**config.mk**
```make
export PLATFORM = sky130hd
export DESIGN_NAME = tcw_cursor
export DESIGN_NICKNAME = d
export VERILOG_FILES = /design/src/hdl/tcw_pkg.sv /design/src/hdl/tcw_cursor.sv
export SDC_FILE = /design/constraint.sdc
export NUM_CORES = 1
export LEC_CHECK = 0
export BUFFER_PORTS_ARGS = -buffer_cell sky130_fd_sc_hd__buf_2
export CELL_PAD_IN_SITES_DETAIL_PLACEMENT = 1
export CELL_PAD_IN_SITES_GLOBAL_PLACEMENT = 2
export CORE_MARGIN = 10
export CORE_UTILIZATION = 24
export DETAILED_ROUTE_END_ITERATION = 10
export GPL_TIMING_DRIVEN = 0
export PLACE_DENSITY_LB_ADDON = 0.1
export SLEW_MARGIN = 30
export SYNTH_ARGS = -nofsm -noshare
export SYNTH_HDL_FRONTEND = slang
export SYNTH_SLANG_ARGS = --single-unit
```
**constraint.sdc**
```tcl
create_clock -name vclk -period 5.5
set_input_delay 0.275 -clock vclk [all_inputs]
set_output_delay 0.275 -clock vclk [all_outputs]
set_load 0.01 [all_outputs]
```
**src/hdl/tcw_pkg.sv**
```systemverilog
package tcw_pkg;

    localparam int COLUMNS    = 80;
    localparam int ROWS       = 25;
    localparam int CELL_COUNT = ROWS * COLUMNS;

    localparam int ROW_W  = $clog2(ROWS);
    localparam int COL_W  = $clog2(COLUMNS);
    localparam int ADDR_W = $clog2(CELL_COUNT);

    localparam logic [ROW_W-1:0] LAST_ROW = ROW_W'(ROWS - 1);
    localparam logic [COL_W-1:0] LAST_COL = COL_W'(COLUMNS - 1);

    localparam logic [1:0] OP_PUT   = 2'd0;
    localparam logic [1:0] OP_SET   = 2'd1;
    localparam logic [1:0] OP_READ  = 2'd2;
    localparam logic [1:0] OP_CLEAR = 2'd3;

    localparam logic [7:0] NEWLINE_CODE   = 8'd10;
    localparam logic [7:0] BACKSPACE_CODE = 8'd8;
    localparam logic [7:0] SPACE_CODE     = 8'h20;
    localparam logic [7:0] RESET_COLOR    = 8'h07;

    typedef struct packed {
        logic [ROW_W-1:0] row;
        logic [COL_W-1:0] col;
        logic             wr_en;
        logic [ROW_W-1:0] wr_row;
        logic [COL_W-1:0] wr_col;
        logic [15:0]      wr_data;
        logic             rd;
        logic             scroll;
        logic             clear;
    } t_cursor_upd;

    function automatic logic [ADDR_W-1:0] cell_addr(input logic [ROW_W-1:0] row,
                                                    input logic [COL_W-1:0] col);
        cell_addr = ADDR_W'(int'(row) * COLUMNS + int'(col));
    endfunction

endpackage

```
**src/hdl/tcw_cursor.sv**
```systemverilog
module tcw_cursor
    import tcw_pkg::*;
(
    input  logic [1:0]       i_op,
    input  logic [7:0]       i_char,
    input  logic [ROW_W-1:0] i_row,
    input  logic [COL_W-1:0] i_col,
    input  logic [ROW_W-1:0] i_req_row,
    input  logic [COL_W-1:0] i_req_col,
    input  logic [7:0]       i_color,
    output t_cursor_upd      o_upd
);

    always_comb begin
        o_upd         = '0;
        o_upd.row     = i_row;
        o_upd.col     = i_col;
        o_upd.wr_row  = i_row;
        o_upd.wr_col  = i_col;
        o_upd.wr_data = {i_color, i_char};
        unique case (i_op)
            OP_PUT: begin
                if (i_char == NEWLINE_CODE) begin
                    o_upd.col = '0;
                    if (i_row == LAST_ROW) begin
                        o_upd.scroll = 1'b1;
                    end else begin
                        o_upd.row = i_row + 1'b1;
                    end
                end else if (i_char == BACKSPACE_CODE) begin
                    if (i_col != '0) begin
                        o_upd.col = i_col - 1'b1;
                    end else if (i_row != '0) begin
                        o_upd.row = i_row - 1'b1;
                        o_upd.col = LAST_COL;
                    end
                    o_upd.wr_en   = 1'b1;
                    o_upd.wr_row  = o_upd.row;
                    o_upd.wr_col  = o_upd.col;
                    o_upd.wr_data = {i_color, SPACE_CODE};
                end else begin
                    o_upd.wr_en = 1'b1;
                    if (i_col == LAST_COL) begin
                        o_upd.col = '0;
                        if (i_row == LAST_ROW) begin
                            o_upd.scroll = 1'b1;
                        end else begin
                            o_upd.row = i_row + 1'b1;
                        end
                    end else begin
                        o_upd.col = i_col + 1'b1;
                    end
                end
            end
            OP_SET: begin
                o_upd.row = i_req_row;
                o_upd.col = i_req_col;
            end
            OP_READ: begin
                o_upd.rd = 1'b1;
            end
            OP_CLEAR: begin
                o_upd.row   = '0;
                o_upd.col   = '0;
                o_upd.clear = 1'b1;
            end
            default: begin
                o_upd.rd = 1'b0;
            end
        endcase
    end

endmodule
```
==> impl_metrics.yaml, run 1 <==
critical_path:
  required_ns: 5.22
  worst_setup_path_end_kind: "output pin"
  worstPathArrival_ns: 2.51
  critPathLaunchType: "input pin"
  cp_max_fo: 7
  worstSetupPathType: "input pin to output pin"
worst_hold_path:
  hold_depth: 2
  hp-class: "input pin to output pin"
global_routing:
  grt.total_usage: 0.139
  grt_pass1_wl_microns: 10500
  antenna_found_initial: 0
  grt.overflow.total: 0
  grt_start_max_net_pins: 11
  grt_pass1_vias: 2018
yosys:
  synth_fp_nets: 257
  yosys_warnings: 0
  synth_top_area_frac: 0.0543
  netlist_instances: 209
  synth_area_leaders: "ha_1 5.4%, nor2_1 5.2%, a21oi_1 4.7%, nand2_1 4.6%, nand3_1 4.3%"
  synth_area_sq_um: 1380
  syn_avg_cell_area_sq_um: 6.61
  synth_cell_types: 62
  seq_area_frac_synth: 0
  synth_top_area_cell: "ha_1"
layout:
  area_growth_pct: 34.5
  final_area_sq_um: 1860
  ff_latch_area_sq_um: 0
  num_antenna_cells: 0
  n_clock_buffer: 0
  drive_gt1_frac: 0.379
  fin_nets: 335
  design.seq.count: 0
drt:
  vias_per_cell: 5.29
  dr.pass1.iters: 4
  antenna_left: 0
  routedWlPerCell_microns: 18.5
  drt_iter0_markers: 73
  drc_errors: 0
  num_vias: 1887
  wl_microns: 6600
status:
  status: "finished clean"
die:
  die_w_microns: 95.9
  die_area_sq_um: 9190
  io_pins: 86
  core_area_sq_um: 5540
  rows: 27
  dieHeight_microns: 95.9
  start_util: 0.249
placed_design:
  placed_area_sq_um: 1860
  hpwl_microns: 5440
  portBuffers: 76
  routabilityCongestion: 0.810
cts:
  post-cts-setup-buffers: 0
  hold_buffers: 0
  cts.repair.resized: 0
timing:
  worst_pin_slew_ns: 0.724
  setup_viol: 0
  fin_tns_setup_ns: 0
  min_period_over_period: 0.506
  fin_crit_ns: 2.78
  slew_headroom: 0.515
  rsz0062_at_grt: "false"
  timing.final.max_slew_violations: 0
  fmax_mhz: 360
  finalHoldViolations: 0
power_and_ir_drop:
  power_mw: 0.126
  power_density_nw_per_um2: 67.8
  peakVddDrop_mv: 0.0203
  power.static_leakage_nw: 0.821
job:
  cap_viol_max_count: 0
cell usage in the layout (no fill, tap or decap), types with 3 or more instances in the layout:
cell type  count
mux2_2         3
buf_6          3
a221o_1        3
o21ai_0       11
clkbuf_1      13
a211oi_1       5
o31ai_1        3
a22oi_1        6
nor3b_1        3
inv_1          8
a21oi_1       13
buf_4          8
nand3_1       12
xnor2_1        3
nor3_1         6
nor2_1        19
nand2_1       17
ha_1           6
buf_2         80
and2_1         3
a31oi_1        7
cell families after synthesis:
group           after synthesis  share of synthesized area
xor+xnor                      5                     0.0317
fa+ha+maj                     6                     0.0543
mux                           5                     0.0389
simple gates                 86                      0.371
buf+inv                      36                      0.139
compound gates               71                      0.364
cell usage after synthesis (2+ instances only):
cell type  instances
buf_4              8
a2111oi_0          2
a31oi_1            7
or4b_1             2
a221o_1            3
buf_6              3
o21ai_0           11
a211oi_1           5
xnor2_1            3
or4_1              2
nor2_1            19
a221oi_1           2
nor3b_1            3
a21o_1             2
xor2_1             2
ha_1               6
nand2_1           17
mux2_2             3
clkbuf_1          13
a211o_1            2
mux2i_1            2
nand4_1            2
buf_2              4
a21oi_1           13
a22oi_1            6
nor3_1             6
inv_1              8
and3_1             2
nand3_1           12
nor4b_1            2
and2_1             3
o31ai_1            3
nor2b_1            2
power breakdown:
group	internal, mW	switching [mW]
Clock	0	0
Combinational	0.0541	0.0718
Sequential	0	0
routing by layer:
metal / up-vias / share of wire / GRT usage
li1: 946 / - / -
met1: 897 / 0.45 / 0.181
met2: 42 / 0.50 / 0.249
met3: 2 / 0.046 / 0.0171
met4: 0 / 0.0044 / 0.00491
met5: - / 0 / 0
final cells by class:
type	count	area, sq um
Fill cell	741	3680
Multi-Input combinational cell	173	1190
Timing Repair Buffer	76	380
Buffer	28	163
Tap cell	72	90.1
Inverter	8	30.0
final timing paths:
kind       start        end  slack [ns]
min   i_color[6]  o_upd[17]        0.74
max     i_row[0]  o_upd[41]        2.72
stage by stage:
stage,cells,worst slack (ns),util,hold WS (ns)
global placement,357,2.24,0.334,0.740
finish,357,2.72,0.335,0.736
global route,357,2.54,0.335,0.745
floorplan,209,3.17,-,0.642
CTS,357,2.73,0.335,0.740
detailed placement,357,2.74,0.335,0.739
worst max-delay path, cell delays in order:
cell and delay, ns:
buf_2 0.10, clkbuf_1 0.18, inv_1 0.14, ha_1 0.26, nor4b_2 0.59, nor2_1 0.11, mux2_2 0.28, a222oi_1 0.29
o31ai_1 0.12, buf_2 0.15
Note: power is estimated with default switching activity, not from simulation.
==> run 2, diff against run 1 <==
--- a/config.mk
+++ b/config.mk
@@ -9,7 +9,7 @@
 export CELL_PAD_IN_SITES_DETAIL_PLACEMENT = 1
 export CELL_PAD_IN_SITES_GLOBAL_PLACEMENT = 2
 export CORE_MARGIN = 10
-export CORE_UTILIZATION = 24
+export CORE_UTILIZATION = 20
 export DETAILED_ROUTE_END_ITERATION = 10
 export GPL_TIMING_DRIVEN = 0
 export PLACE_DENSITY_LB_ADDON = 0.1
==> constraint.sdc (replaced) <==
create_clock -name vclk -period 2.3
set_input_delay 0.115 -clock vclk [all_inputs]
set_output_delay 0.115 -clock vclk [all_outputs]
set_load 0.01 [all_outputs]
==> impl_metrics.yaml, run 2 (synthesis results as in run 1) <==
status:
  status: "finished clean"
power_and_ir_drop:
  p_int_mw: 0.138
  clockPowerShare: 0
  swShare: 0.571
  p_switching_mw: 0.184
  power.static_leakage_nw: 0.862
  peakVddDrop_mv: 0.0430
  seqPwrFrac: 0
  power_density_nw_per_um2: 162
  comb_power_share: 1.000
critical_path:
  crit_top_cell: "buf_2"
  max_stage_delay_ns: 0.51
  worstPathArrival_ns: 2.11
  cp_cell_sequence: "buf_2 -> inv_1 -> ha_2 -> or4b_4 -> nor3_4 -> a41oi_2 -> a211oi_2 -> a2bb2oi_2 -> buf_2"
  cp_max_fo: 8
  critPathLaunchType: "input pin"
  worst_setup_path_end_kind: "output pin"
  required_ns: 2.18
  crit_slowest_cell: "or4b_4"
  worstSetupPathType: "input pin to output pin"
die:
  dieHeight_microns: 103
  io_pins: 86
  die_w_microns: 103
  core_area_sq_um: 6760
  start_util: 0.204
  rows: 30
  die_area_sq_um: 10600
placed_design:
  hpwl_microns: 5610
  placed_area_sq_um: 1870
  dp.cells: 365
  routabilityCongestion: 0.770
  portBuffers: 76
global_routing:
  grt.overflow.total: 0
  grt_pass1_wl_microns: 10600
  grt_pass1_vias: 1911
  grt.total_usage: 0.123
  antenna_found_initial: 0
  grt_start_max_net_pins: 11
layout:
  ff_latch_area_sq_um: 0
  fin_cells: 368
  area_growth_pct: 43.9
  n_fill_cell: 886
  multi_input_area_sq_um: 1280
  final_area_sq_um: 1990
  mostFrequentLayoutCell: "buf_2"
  drive_gt1_frac: 0.458
  n_clock_buffer: 0
  fin_nets: 338
  fin_util: 0.294
  final_cell_mix: "80 x buf_2, 18 x nor2_1, 16 x nand2_1"
  design.seq.count: 0
  num_antenna_cells: 0
timing:
  timing.hold.ws_ns: 0.417
  fin_crit_ns: 2.22
  setup_viol: 0
  worst_pin_slew_ns: 0.731
  fin_tns_setup_ns: 0
  timing.final.max_slew_violations: 0
  min_period_over_period: 0.966
  fmax_mhz: 450
  slew_headroom: 0.510
  finalHoldViolations: 0
drt:
  drc_errors: 0
  vias_per_cell: 5.16
  dr.pass1.iters: 4
  routedWlPerCell_microns: 18.7
  drt_iter0_markers: 73
  num_vias: 1900
  wl_microns: 6890
  antenna_left: 0
job:
  cap_viol_max_count: 0
worst_hold_path:
  hp-class: "input pin to output pin"
## run 2: final cells by class
cell class | count | area share
Buffer | 26 | 0.0787
Inverter | 8 | 0.0151
Multi-Input combinational cell | 173 | 0.646
Tap cell | 80 | 0.0503
Timing Repair Buffer | 81 | 0.210
## run 2: worst paths after layout
check	startpoint	endpoint	slack (ns)	depth (start not counted)
min	i_color[6]	o_upd[17]	0.42	2
max	i_col[1]	o_upd[43]	0.08	9
## run 2: worst max-delay path: cells and delay by family
kind                       cells  cell delay [ns]
and+or+nand+nor                2             0.75
adders and majority gates      1             0.21
buffers and inverters          3             0.42
AOI/OAI and AO/OA              3             0.61
## run 2: per-stage QoR
step	worst slack (ns)	power, mW
2_1_floorplan	0.294	0.174
3_3_place_gp	-0.593	0.307
3_5_place_dp	-0.209	0.309
4_1_cts	0.0176	0.314
5_1_grt	-0.00279	0.358
6_report	0.0793	0.322
## run 2: power by group through the flow
stage / sequential (mW) / clock, mW / combinational (mW)
final: 0 / 0 / 0.322
after global routing: 0 / 0 / 0.358
after CTS: 0 / 0 / 0.314
after detailed placement: 0 / 0 / 0.309
after global placement: 0 / 0 / 0.307
after floorplan: 0 / 0 / 0.174
## run 2: what timing repair did
| item | 4_1_cts | 5_1_grt |
|---|---|---|
| setup buffers | 1 | 4 |
| setup endpoints to repair | 5 | 11 |
| cloned | 0 | 0 |
| resized for setup | 7 | 16 |
| hold buffers | 0 | 0 |
| pin swaps | 2 | 4 |
## run 2: routing by layer
metal | vias to the layer above | share of wire | wire length, microns | GRT usage
met1 | 884 | 0.48 | 3330 | 0.174
met2 | 60 | 0.44 | 3020 | 0.194
met3 | 0 | 0.079 | 545 | 0.0282
li1 | 956 | - | - | -
met5 | - | 0 | 0 | 0
met4 | 0 | 0 | 0 | 0
